File: src/gcd_pkg.sv
// Package for the greedy change dispenser: widths, shared types, FSM states.
// Used by every module in src.
`timescale 1ns / 1ps
package gcd_pkg;
  localparam int unsigned NumSlotsDef = 10;
  localparam int unsigned UnitW       = 16;
  localparam int unsigned AmtW        = 24;
  localparam int unsigned TotW        = 40;

  typedef struct packed {
    logic [UnitW-1:0] units;
    logic [UnitW-1:0] value;
  } slot_t;

  typedef enum logic [2:0] {
    ST_IDLE, ST_SLOT, ST_DIV, ST_MUL, ST_UPD, ST_SUM, ST_EMIT
  } state_e;

  typedef enum logic {
    ACT_LOAD = 1'b0,
    ACT_PAY  = 1'b1
  } action_e;
endpackage

File: src/gcd_slot_cell.sv
// One denomination slot of the drawer ring: holds units and value.
// Depends on gcd_pkg.
`timescale 1ns / 1ps
module gcd_slot_cell import gcd_pkg::*; (
  input  logic  clk_i,
  input  logic  rst_ni,
  input  logic  shift_i,
  input  slot_t nbr_i,
  input  logic  wr_i,
  input  slot_t wr_data_i,
  output slot_t slot_o
);
  slot_t slot_q;

  always_ff @(posedge clk_i or negedge rst_ni) begin
    if (!rst_ni) begin
      slot_q <= '0;
    end else if (wr_i) begin
      slot_q <= wr_data_i;
    end else if (shift_i) begin
      slot_q <= nbr_i;
    end
  end

  assign slot_o = slot_q;
endmodule

File: src/gcd_divider.sv
// Restoring divider, one quotient bit per cycle.
// Depends on gcd_pkg.
`timescale 1ns / 1ps
module gcd_divider import gcd_pkg::*; (
  input  logic             clk_i,
  input  logic             rst_ni,
  input  logic             start_i,
  input  logic [AmtW-1:0]  dividend_i,
  input  logic [UnitW-1:0] divisor_i,
  output logic             busy_o,
  output logic [AmtW-1:0]  quo_o,
  output logic [UnitW-1:0] rem_o
);
  localparam int unsigned CntW = $clog2(AmtW);

  logic             busy_q;
  logic [CntW-1:0]  cnt_q;
  logic [AmtW-1:0]  quo_q;
  logic [UnitW-1:0] rem_q;
  logic [UnitW-1:0] dvs_q;
  logic [UnitW:0]   trial;
  logic             fits;

  assign trial = {rem_q, quo_q[AmtW-1]};
  assign fits  = trial >= {1'b0, dvs_q};

  always_ff @(posedge clk_i or negedge rst_ni) begin
    if (!rst_ni) begin
      busy_q <= 1'b0;
      cnt_q  <= '0;
    end else if (start_i) begin
      busy_q <= 1'b1;
      cnt_q  <= '0;
    end else if (busy_q) begin
      cnt_q <= cnt_q + 1'b1;
      if (cnt_q == CntW'(AmtW - 1)) begin
        busy_q <= 1'b0;
      end
    end
  end

  always_ff @(posedge clk_i) begin
    if (start_i) begin
      quo_q <= dividend_i;
      rem_q <= '0;
      dvs_q <= divisor_i;
    end else if (busy_q) begin
      quo_q <= {quo_q[AmtW-2:0], fits};
      rem_q <= fits ? UnitW'(trial - {1'b0, dvs_q}) : trial[UnitW-1:0];
    end
  end

  assign busy_o = busy_q;
  assign quo_o  = quo_q;
  assign rem_o  = rem_q;
endmodule

File: src/greedy_change_dispenser_core.sv
// Top level of the greedy change dispenser: slot ring, divider, sequencer.
// Depends on gcd_pkg, gcd_slot_cell, gcd_divider.
//
// channel | valid      | ready      | payload
// in      | in_valid_i | in_ready_o | action, slot_index, load_count/value, price, tendered
// out     | out_valid_o| out_ready_i| out_slot, delivered_count, success, change, total, ...
//
// One item at a time. A load ends with a drawer sum walk of the ring.
// A payment makes two passes over the ring, using the shared 24-step divider at
// most once per nonzero slot in each pass, then ends with the drawer sum walk.
// Reset empties all slots and sets the payment number to one.
// A stalled output holds the sequencer until the result is taken.
`timescale 1ns / 1ps
module greedy_change_dispenser_core import gcd_pkg::*; #(
  parameter int unsigned NUM_SLOTS = NumSlotsDef
) (
  input  logic                  clk_i,
  input  logic                  rst_ni,
  input  logic                  in_valid_i,
  output logic                  in_ready_o,
  input  logic                  action_i,
  input  logic [3:0]            slot_index_i,
  input  logic [UnitW-1:0]      load_count_i,
  input  logic [UnitW-1:0]      load_value_i,
  input  logic [AmtW-1:0]       price_i,
  input  logic [AmtW-1:0]       tendered_i,
  output logic                  out_valid_o,
  input  logic                  out_ready_i,
  output logic [3:0]            out_slot_o,
  output logic [UnitW-1:0]      delivered_count_o,
  output logic                  success_o,
  output logic signed [AmtW:0]  change_amount_o,
  output logic [TotW-1:0]       drawer_total_o,
  output logic [UnitW-1:0]      payment_number_o,
  output logic                  last_o
);
  localparam int unsigned CntW = $clog2(NUM_SLOTS + 1);
  localparam logic [CntW-1:0] LastCnt = CntW'(NUM_SLOTS - 1);
  localparam logic [CntW-1:0] EndCnt  = CntW'(NUM_SLOTS);

  state_e state_q, state_d;
  slot_t  ring [NUM_SLOTS];
  slot_t  head, tail_d, wr_data;
  logic   shift;

  logic             action_q, phase_q, phase_d, skip_q, skip_d;
  logic [3:0]       idx_q;
  logic [CntW-1:0]  cnt_q, cnt_d;
  logic [AmtW:0]    chg_q;
  logic [AmtW-1:0]  rest_q, rest_d;
  logic [UnitW-1:0] pay_q, lastk_q, lastk_d;
  logic [2*UnitW-1:0] prod_q;
  logic [TotW-1:0]  acc_q, acc_d;
  logic             chg_pos;

  logic             div_start, div_busy;
  logic [AmtW-1:0]  quo;
  logic [UnitW-1:0] rem;
  logic [AmtW:0]    usum;
  logic [UnitW-1:0] kpay;
  logic             capped;

  logic             ov_q, ov_d;
  logic [3:0]       os_q, os_d;
  logic [UnitW-1:0] od_q, od_d, opn_q, opn_d;
  logic             osu_q, osu_d, ol_q, ol_d;
  logic [AmtW:0]    oc_q, oc_d;
  logic [TotW-1:0]  ot_q, ot_d;
  logic             out_free, ok;

  assign head    = ring[0];
  assign wr_data = '{units: load_count_i, value: load_value_i};
  assign in_ready_o = (state_q == ST_IDLE);

  for (genvar i = 0; i < NUM_SLOTS; i++) begin : g_cell
    slot_t nbr;
    if (i == NUM_SLOTS - 1) begin : g_tail
      assign nbr = tail_d;
    end else begin : g_mid
      assign nbr = ring[i+1];
    end
    gcd_slot_cell u_cell (
      .clk_i,
      .rst_ni,
      .shift_i  (shift),
      .nbr_i    (nbr),
      .wr_i     (in_valid_i && in_ready_o && action_i == ACT_LOAD
                 && slot_index_i == 4'(i)),
      .wr_data_i(wr_data),
      .slot_o   (ring[i])
    );
  end

  gcd_divider u_div (
    .clk_i,
    .rst_ni,
    .start_i   (div_start),
    .dividend_i(rest_q),
    .divisor_i (head.value),
    .busy_o    (div_busy),
    .quo_o     (quo),
    .rem_o     (rem)
  );

  assign chg_pos = !chg_q[AmtW] && (chg_q != '0);
  assign usum    = {{(AmtW-UnitW+1){1'b0}}, head.units} + {1'b0, quo};
  assign capped  = quo > {{(AmtW-UnitW){1'b0}}, head.units};
  assign kpay    = capped ? head.units : quo[UnitW-1:0];
  assign out_free = !ov_q || out_ready_i;
  assign ok      = !chg_q[AmtW] && (rest_q == '0);

  always_comb begin
    state_d = state_q;
    phase_d = phase_q;
    skip_d  = skip_q;
    cnt_d   = cnt_q;
    rest_d  = rest_q;
    lastk_d = lastk_q;
    acc_d   = acc_q;
    shift   = 1'b0;
    tail_d  = head;
    div_start = 1'b0;
    ov_d  = ov_q && !out_ready_i;
    os_d  = os_q;
    od_d  = od_q;
    osu_d = osu_q;
    oc_d  = oc_q;
    ot_d  = ot_q;
    opn_d = opn_q;
    ol_d  = ol_q;
    case (state_q)
      ST_IDLE: begin
        if (in_valid_i) begin
          cnt_d   = '0;
          phase_d = 1'b0;
          acc_d   = '0;
          rest_d  = tendered_i;
          lastk_d = '0;
          state_d = (action_i == ACT_LOAD) ? ST_SUM : ST_SLOT;
        end
      end
      ST_SLOT: begin
        if (cnt_q == EndCnt) begin
          cnt_d = '0;
          if (!phase_q) begin
            phase_d = 1'b1;
            rest_d  = chg_q[AmtW-1:0];
          end else begin
            acc_d   = '0;
            state_d = ST_SUM;
          end
        end else if (head.value == '0 || (phase_q && !chg_pos)) begin
          skip_d  = 1'b1;
          state_d = ST_UPD;
        end else begin
          skip_d    = 1'b0;
          div_start = 1'b1;
          state_d   = ST_DIV;
        end
      end
      ST_DIV: begin
        if (!div_busy) begin
          state_d = ST_MUL;
        end
      end
      ST_MUL: state_d = ST_UPD;
      ST_UPD: begin
        if (!phase_q || cnt_q == LastCnt || out_free) begin
          shift   = 1'b1;
          cnt_d   = cnt_q + 1'b1;
          state_d = ST_SLOT;
          if (!skip_q) begin
            if (!phase_q) begin
              tail_d.units = usum[AmtW:UnitW] != '0 ? '1 : usum[UnitW-1:0];
              rest_d       = {{(AmtW-UnitW){1'b0}}, rem};
            end else begin
              tail_d.units = head.units - kpay;
              rest_d = capped ? rest_q - prod_q[AmtW-1:0]
                              : {{(AmtW-UnitW){1'b0}}, rem};
            end
          end
          if (phase_q) begin
            if (cnt_q == LastCnt) begin
              lastk_d = skip_q ? '0 : kpay;
            end else begin
              ov_d  = 1'b1;
              os_d  = 4'(cnt_q);
              od_d  = skip_q ? '0 : kpay;
              osu_d = 1'b0;
              oc_d  = '0;
              ot_d  = '0;
              opn_d = '0;
              ol_d  = 1'b0;
            end
          end
        end
      end
      ST_SUM: begin
        if (cnt_q != '0) begin
          acc_d = acc_q + TotW'(prod_q);
        end
        if (cnt_q == EndCnt) begin
          state_d = ST_EMIT;
        end else begin
          shift = 1'b1;
          cnt_d = cnt_q + 1'b1;
        end
      end
      ST_EMIT: begin
        if (out_free) begin
          ov_d  = 1'b1;
          ot_d  = acc_q;
          opn_d = pay_q;
          ol_d  = 1'b1;
          if (action_q == ACT_LOAD) begin
            os_d  = idx_q;
            od_d  = '0;
            osu_d = 1'b1;
            oc_d  = '0;
          end else begin
            os_d  = 4'(LastCnt);
            od_d  = lastk_q;
            osu_d = ok;
            oc_d  = chg_q;
          end
          state_d = ST_IDLE;
        end
      end
      default: state_d = ST_IDLE;
    endcase
  end

  always_ff @(posedge clk_i or negedge rst_ni) begin
    if (!rst_ni) begin
      state_q <= ST_IDLE;
      ov_q    <= 1'b0;
      pay_q   <= UnitW'(1);
      phase_q <= 1'b0;
      cnt_q   <= '0;
    end else begin
      state_q <= state_d;
      ov_q    <= ov_d;
      phase_q <= phase_d;
      cnt_q   <= cnt_d;
      if (state_q == ST_EMIT && out_free && action_q == ACT_PAY && ok) begin
        pay_q <= pay_q + 1'b1;
      end
    end
  end

  always_ff @(posedge clk_i) begin
    if (in_valid_i && in_ready_o) begin
      action_q <= action_i;
      idx_q    <= slot_index_i;
      chg_q    <= {1'b0, tendered_i} - {1'b0, price_i};
    end
    prod_q  <= head.units * head.value;
    skip_q  <= skip_d;
    rest_q  <= rest_d;
    lastk_q <= lastk_d;
    acc_q   <= acc_d;
    os_q    <= os_d;
    od_q    <= od_d;
    osu_q   <= osu_d;
    oc_q    <= oc_d;
    ot_q    <= ot_d;
    opn_q   <= opn_d;
    ol_q    <= ol_d;
  end

  assign out_valid_o       = ov_q;
  assign out_slot_o        = os_q;
  assign delivered_count_o = od_q;
  assign success_o         = osu_q;
  assign change_amount_o   = oc_q;
  assign drawer_total_o    = ot_q;
  assign payment_number_o  = opn_q;
  assign last_o            = ol_q;

  a_idle_div: assert property (@(posedge clk_i) disable iff (!rst_ni)
    (state_q == ST_IDLE) |-> !div_busy) else $error("divider busy while idle");
  a_cnt_rng: assert property (@(posedge clk_i) disable iff (!rst_ni)
    cnt_q <= EndCnt) else $error("slot counter out of range");
  a_pay_adv: assert property (@(posedge clk_i) disable iff (!rst_ni)
    !$stable(pay_q) |-> $past(state_q == ST_EMIT)) else $error("payment number moved");
endmodule

File: config.mk
export PLATFORM = sky130hd
export DESIGN_NAME = greedy_change_dispenser_core
export DESIGN_NICKNAME = d
export VERILOG_FILES = /design/src/gcd_pkg.sv /design/src/gcd_slot_cell.sv /design/src/gcd_divider.sv /design/src/greedy_change_dispenser_core.sv
export SDC_FILE = /design/constraint.sdc
export NUM_CORES = 2
export LEC_CHECK = 0
export BUFFER_PORTS_ARGS = -buffer_cell sky130_fd_sc_hd__buf_4
export CELL_PAD_IN_SITES_DETAIL_PLACEMENT = 1
export CELL_PAD_IN_SITES_GLOBAL_PLACEMENT = 1
export CORE_MARGIN = 3
export CORE_UTILIZATION = 49
export DETAILED_ROUTE_END_ITERATION = 6
export PLACE_DENSITY_LB_ADDON = 0.1
export SYNTH_ARGS = -nofsm -noshare
export SYNTH_HDL_FRONTEND = slang
export SYNTH_SLANG_ARGS = --single-unit
File: constraint.sdc
create_clock -name clk_i -period 12.2 [get_ports clk_i]
set_input_delay 0 -clock clk_i [delete_from_list [all_inputs] [get_ports clk_i]]
set_output_delay 0 -clock clk_i [all_outputs]
set_load 0.01 [all_outputs]
==> run metrics <==
unrepaired setup endpoints after global routing=false; top-count cell post-synth=nor2_1; Worst path max stage delay=between 0.9 and 1 ns; CP Data Arrival Time=7.35 ns; worst slack, placed=roughly 5.5 ns; status=complete, but fails checks; Clock Skew=about 0.032 ns; final worst slack=5.36 ns; clock sinks=between 600 and 700; clock slew at reported path FFs=roughly 0.060 ns; initial antenna violation count=0; Reg2Reg Depth=21; global-route wire length before repair=208000 um; most instantiated cells after synthesis=nor2_1, nand2_1, inv_1; Post-route DRC=0; post-DR vias/cell=a little under 6; Max Freq=roughly 150 MHz; fillers=around 9400; die height=298 um; Max Cap Violations=0; WL/cell=about 23 um; total number of vias=~33000; Cells after Synth=about 4400; row count=about 110; H-tree depth=3; Synth Cell Area=41900 um^2; CTS tree=done; critical-path cell list=nand2_1 > fa_1 > inv_1 > fa_1 > fa_1 > fa_1 > fa_1 > inv_1 > fa_1 > inv_1 > ha_1 > a21o_1 > a21o_1 > a21oi_1 > nand2b_1 > a2bb2oi_1 > a21o_1 > o41a_1 > a31o_2 > nor4_1 > nor3_1; Max clock buf depth=3; Reg2Reg Capture Point=prod_q[31]; flops & latches, synth=between 600 and 700; Yosys top cell area share=20.9%; Remaining Overflow, GRT=0; unique cell type count in the Yosys netlist=98; sequential fraction of the synthesis area=about 42%; final WL=131000 um; die width=298 um; Worst Hold Class=input port to async pin; area of the die=89000 um^2; startpoint types=flip-flop; fin crit period=about 6.8 ns; PostCTS Resize Cnt=0; CP max stage cell=dfrtp_1; initial core utilization=approximately half; Core Util, Final=a little under three fifths; I/O pins=roughly 190; WP data required=between 10 and 15 ns; CP dominant cell by count=fa_1; Yosys warning count=0; pin count of the biggest net entering global routing=between 150 and 200; reg-to-reg startpoint=g_cell[0].u_cell.slot_o[24]; Area contributors post-synth=dfrtp_1, edfxtp_1, fa_1; CTS buffer count=77; syn avg cell area=9.61 um^2; Post-DRT Antenna Nets=0; final max-slew violation count=0; ys async rst share=53.8%; relative slew slack=between 20% and 30%; dpl hpwl=93100 um; CP endpoint kind=flip-flop; critical-path maximum fanout=21; Synth area leader=dfrtp_1; CTS Root Cell=clkbuf_16; Total GRT Usage=between 20% and 30%; nets=~5000; syn nets=just under 5000; Synth Flop Type=dfrtp_1; Area Overhead vs Synth=14.0%; actual slew at the worst max-slew pin=about 1.2 ns; EDFF count, synth=between 200 and 300; Routability Congestion=0.923; failing checks=hold timing; setup TNS=0 ns; Clk Latency, worst-skew pair=roughly 0.64 ns; Final Cycle Share=56.1%; DRT Pass-1 Iters=5; Final Hold Vio Count=3; flop-to-flop setup slack=between 5 and 6 ns; hold slack final=-0.00840 ns; vias in the first global route=roughly 35000; Core Region=~84000 um^2; share of cells above drive strength 1=9.79%; CP Class=flip-flop to flip-flop; final number of setup-violating endpoints=0; initial DRC count=about 2200; PortBufs=193
==> timing repair <==
item,4_1_cts,5_1_grt
setup buffers,0,0
hold buffers,95,0
hold endpoints to repair,485,0
==> metrics by stage <==
stage | instances | area (um^2)
final | 5700 | 47700
after global routing | 5699 | 47700
after CTS | 5699 | 47700
after detailed placement | 5464 | 44200
after global placement | 5464 | 44200
after floorplan | 4357 | 41900
==> worst max-delay path, delay by kind of cell (launching register included) <==
family	cells	cell delay (ns)
buf+inv	3	0.14
simple gates	4	0.59
compound gates	7	1.62
flops	1	0.98
fa+ha+maj	7	3.38
==> cell usage in the layout, fill, tap and decap left out, types with 24 or more instances in the layout <==
| master | n |
|---|---|
| o22ai_1 | 161 |
| dfxtp_1 | 48 |
| buf_4 | 238 |
| nand3_1 | 35 |
| fa_1 | 200 |
| nor2b_1 | 25 |
| nor3_1 | 51 |
| clkbuf_16 | 77 |
| ha_1 | 252 |
| xnor2_1 | 96 |
| a22oi_1 | 37 |
| a31oi_1 | 98 |
| dfrtp_1 | 350 |
| a211oi_1 | 29 |
| a21o_1 | 52 |
| and2_1 | 183 |
| edfxtp_1 | 254 |
| xor2_1 | 58 |
| a21oi_1 | 128 |
| mux2i_1 | 95 |
| and3_1 | 46 |
| nand2_1 | 477 |
| o21ai_0 | 183 |
| nor2_1 | 541 |
| mux2_2 | 24 |
| dlygate4sd3_1 | 95 |
| inv_1 | 365 |
==> routing by layer <==
layer  part of all wire (%)  GRT usage [%]
met4                    2.9           9.13
met1                     44           40.9
met5                      0              0
met2                     48           48.8
met3                    4.9           3.32
==> state kept, by name, summed over array words and instances, names as in the netlist, 3 cells and up <==
signal                cells
delivered_count_o        16
payment_number_o         16
u_div.dvs_q              16
state_q                   3
u_div.rem_o              16
lastk_q                  16
u_div.cnt_q               5
rest_q                   24
prod_q                   32
g_cell.u_cell.slot_o    320
drawer_total_o           40
acc_q                    40
chg_q                    25
u_div.quo_o              24
pay_q                    16
change_amount_o          25
idx_q                     4
cnt_q                     4
out_slot_o                4
==> how the worst max path moves through the flow <==
stage	depth (start not counted)	start	slack, ns	to
detailed placement	21	g_cell[0].u_cell.slot_o[8]	5.46	prod_q[31]
floorplan	5	state_q[2]	2.52	change_amount_o[0]
global route	23	g_cell[0].u_cell.slot_o[8]	4.93	prod_q[28]
CTS	23	g_cell[0].u_cell.slot_o[8]	5.42	prod_q[28]
global placement	21	g_cell[0].u_cell.slot_o[8]	5.56	prod_q[31]
finish	21	g_cell[0].u_cell.slot_o[24]	5.36	prod_q[31]
==> cell families (layout without fill, tap and decap cells) <==
group | Yosys count | after routing | synth area share (%)
compound gates | 849 | 849 | 13.2
other cells | 0 | 1 | 0
xor+xnor | 154 | 154 | 3.22
flops | 653 | 653 | 41.5
simple gates | 1494 | 1494 | 16.2
mux | 120 | 120 | 2.95
buf+inv | 635 | 843 | 5.83
fa+ha+maj | 452 | 452 | 17.1
==> final cells by class <==
cell class | instances | area (um^2) | area share, %
Multi-Input combinational cell | 3069 | 22100 | 46.4
Sequential cell | 653 | 17400 | 36.4
Timing Repair Buffer | 336 | 2790 | 5.85
Clock buffer | 112 | 2200 | 4.61
Tap cell | 1134 | 1420 | 2.97
Inverter | 367 | 1380 | 2.89
Clock inverter | 28 | 410 | 0.860
Antenna cell | 1 | 2.50 | 0.00524
Power is left out: the tool's default activity adds up to more than one toggle a clock period on the data nets, which glitch-free logic cannot reach.
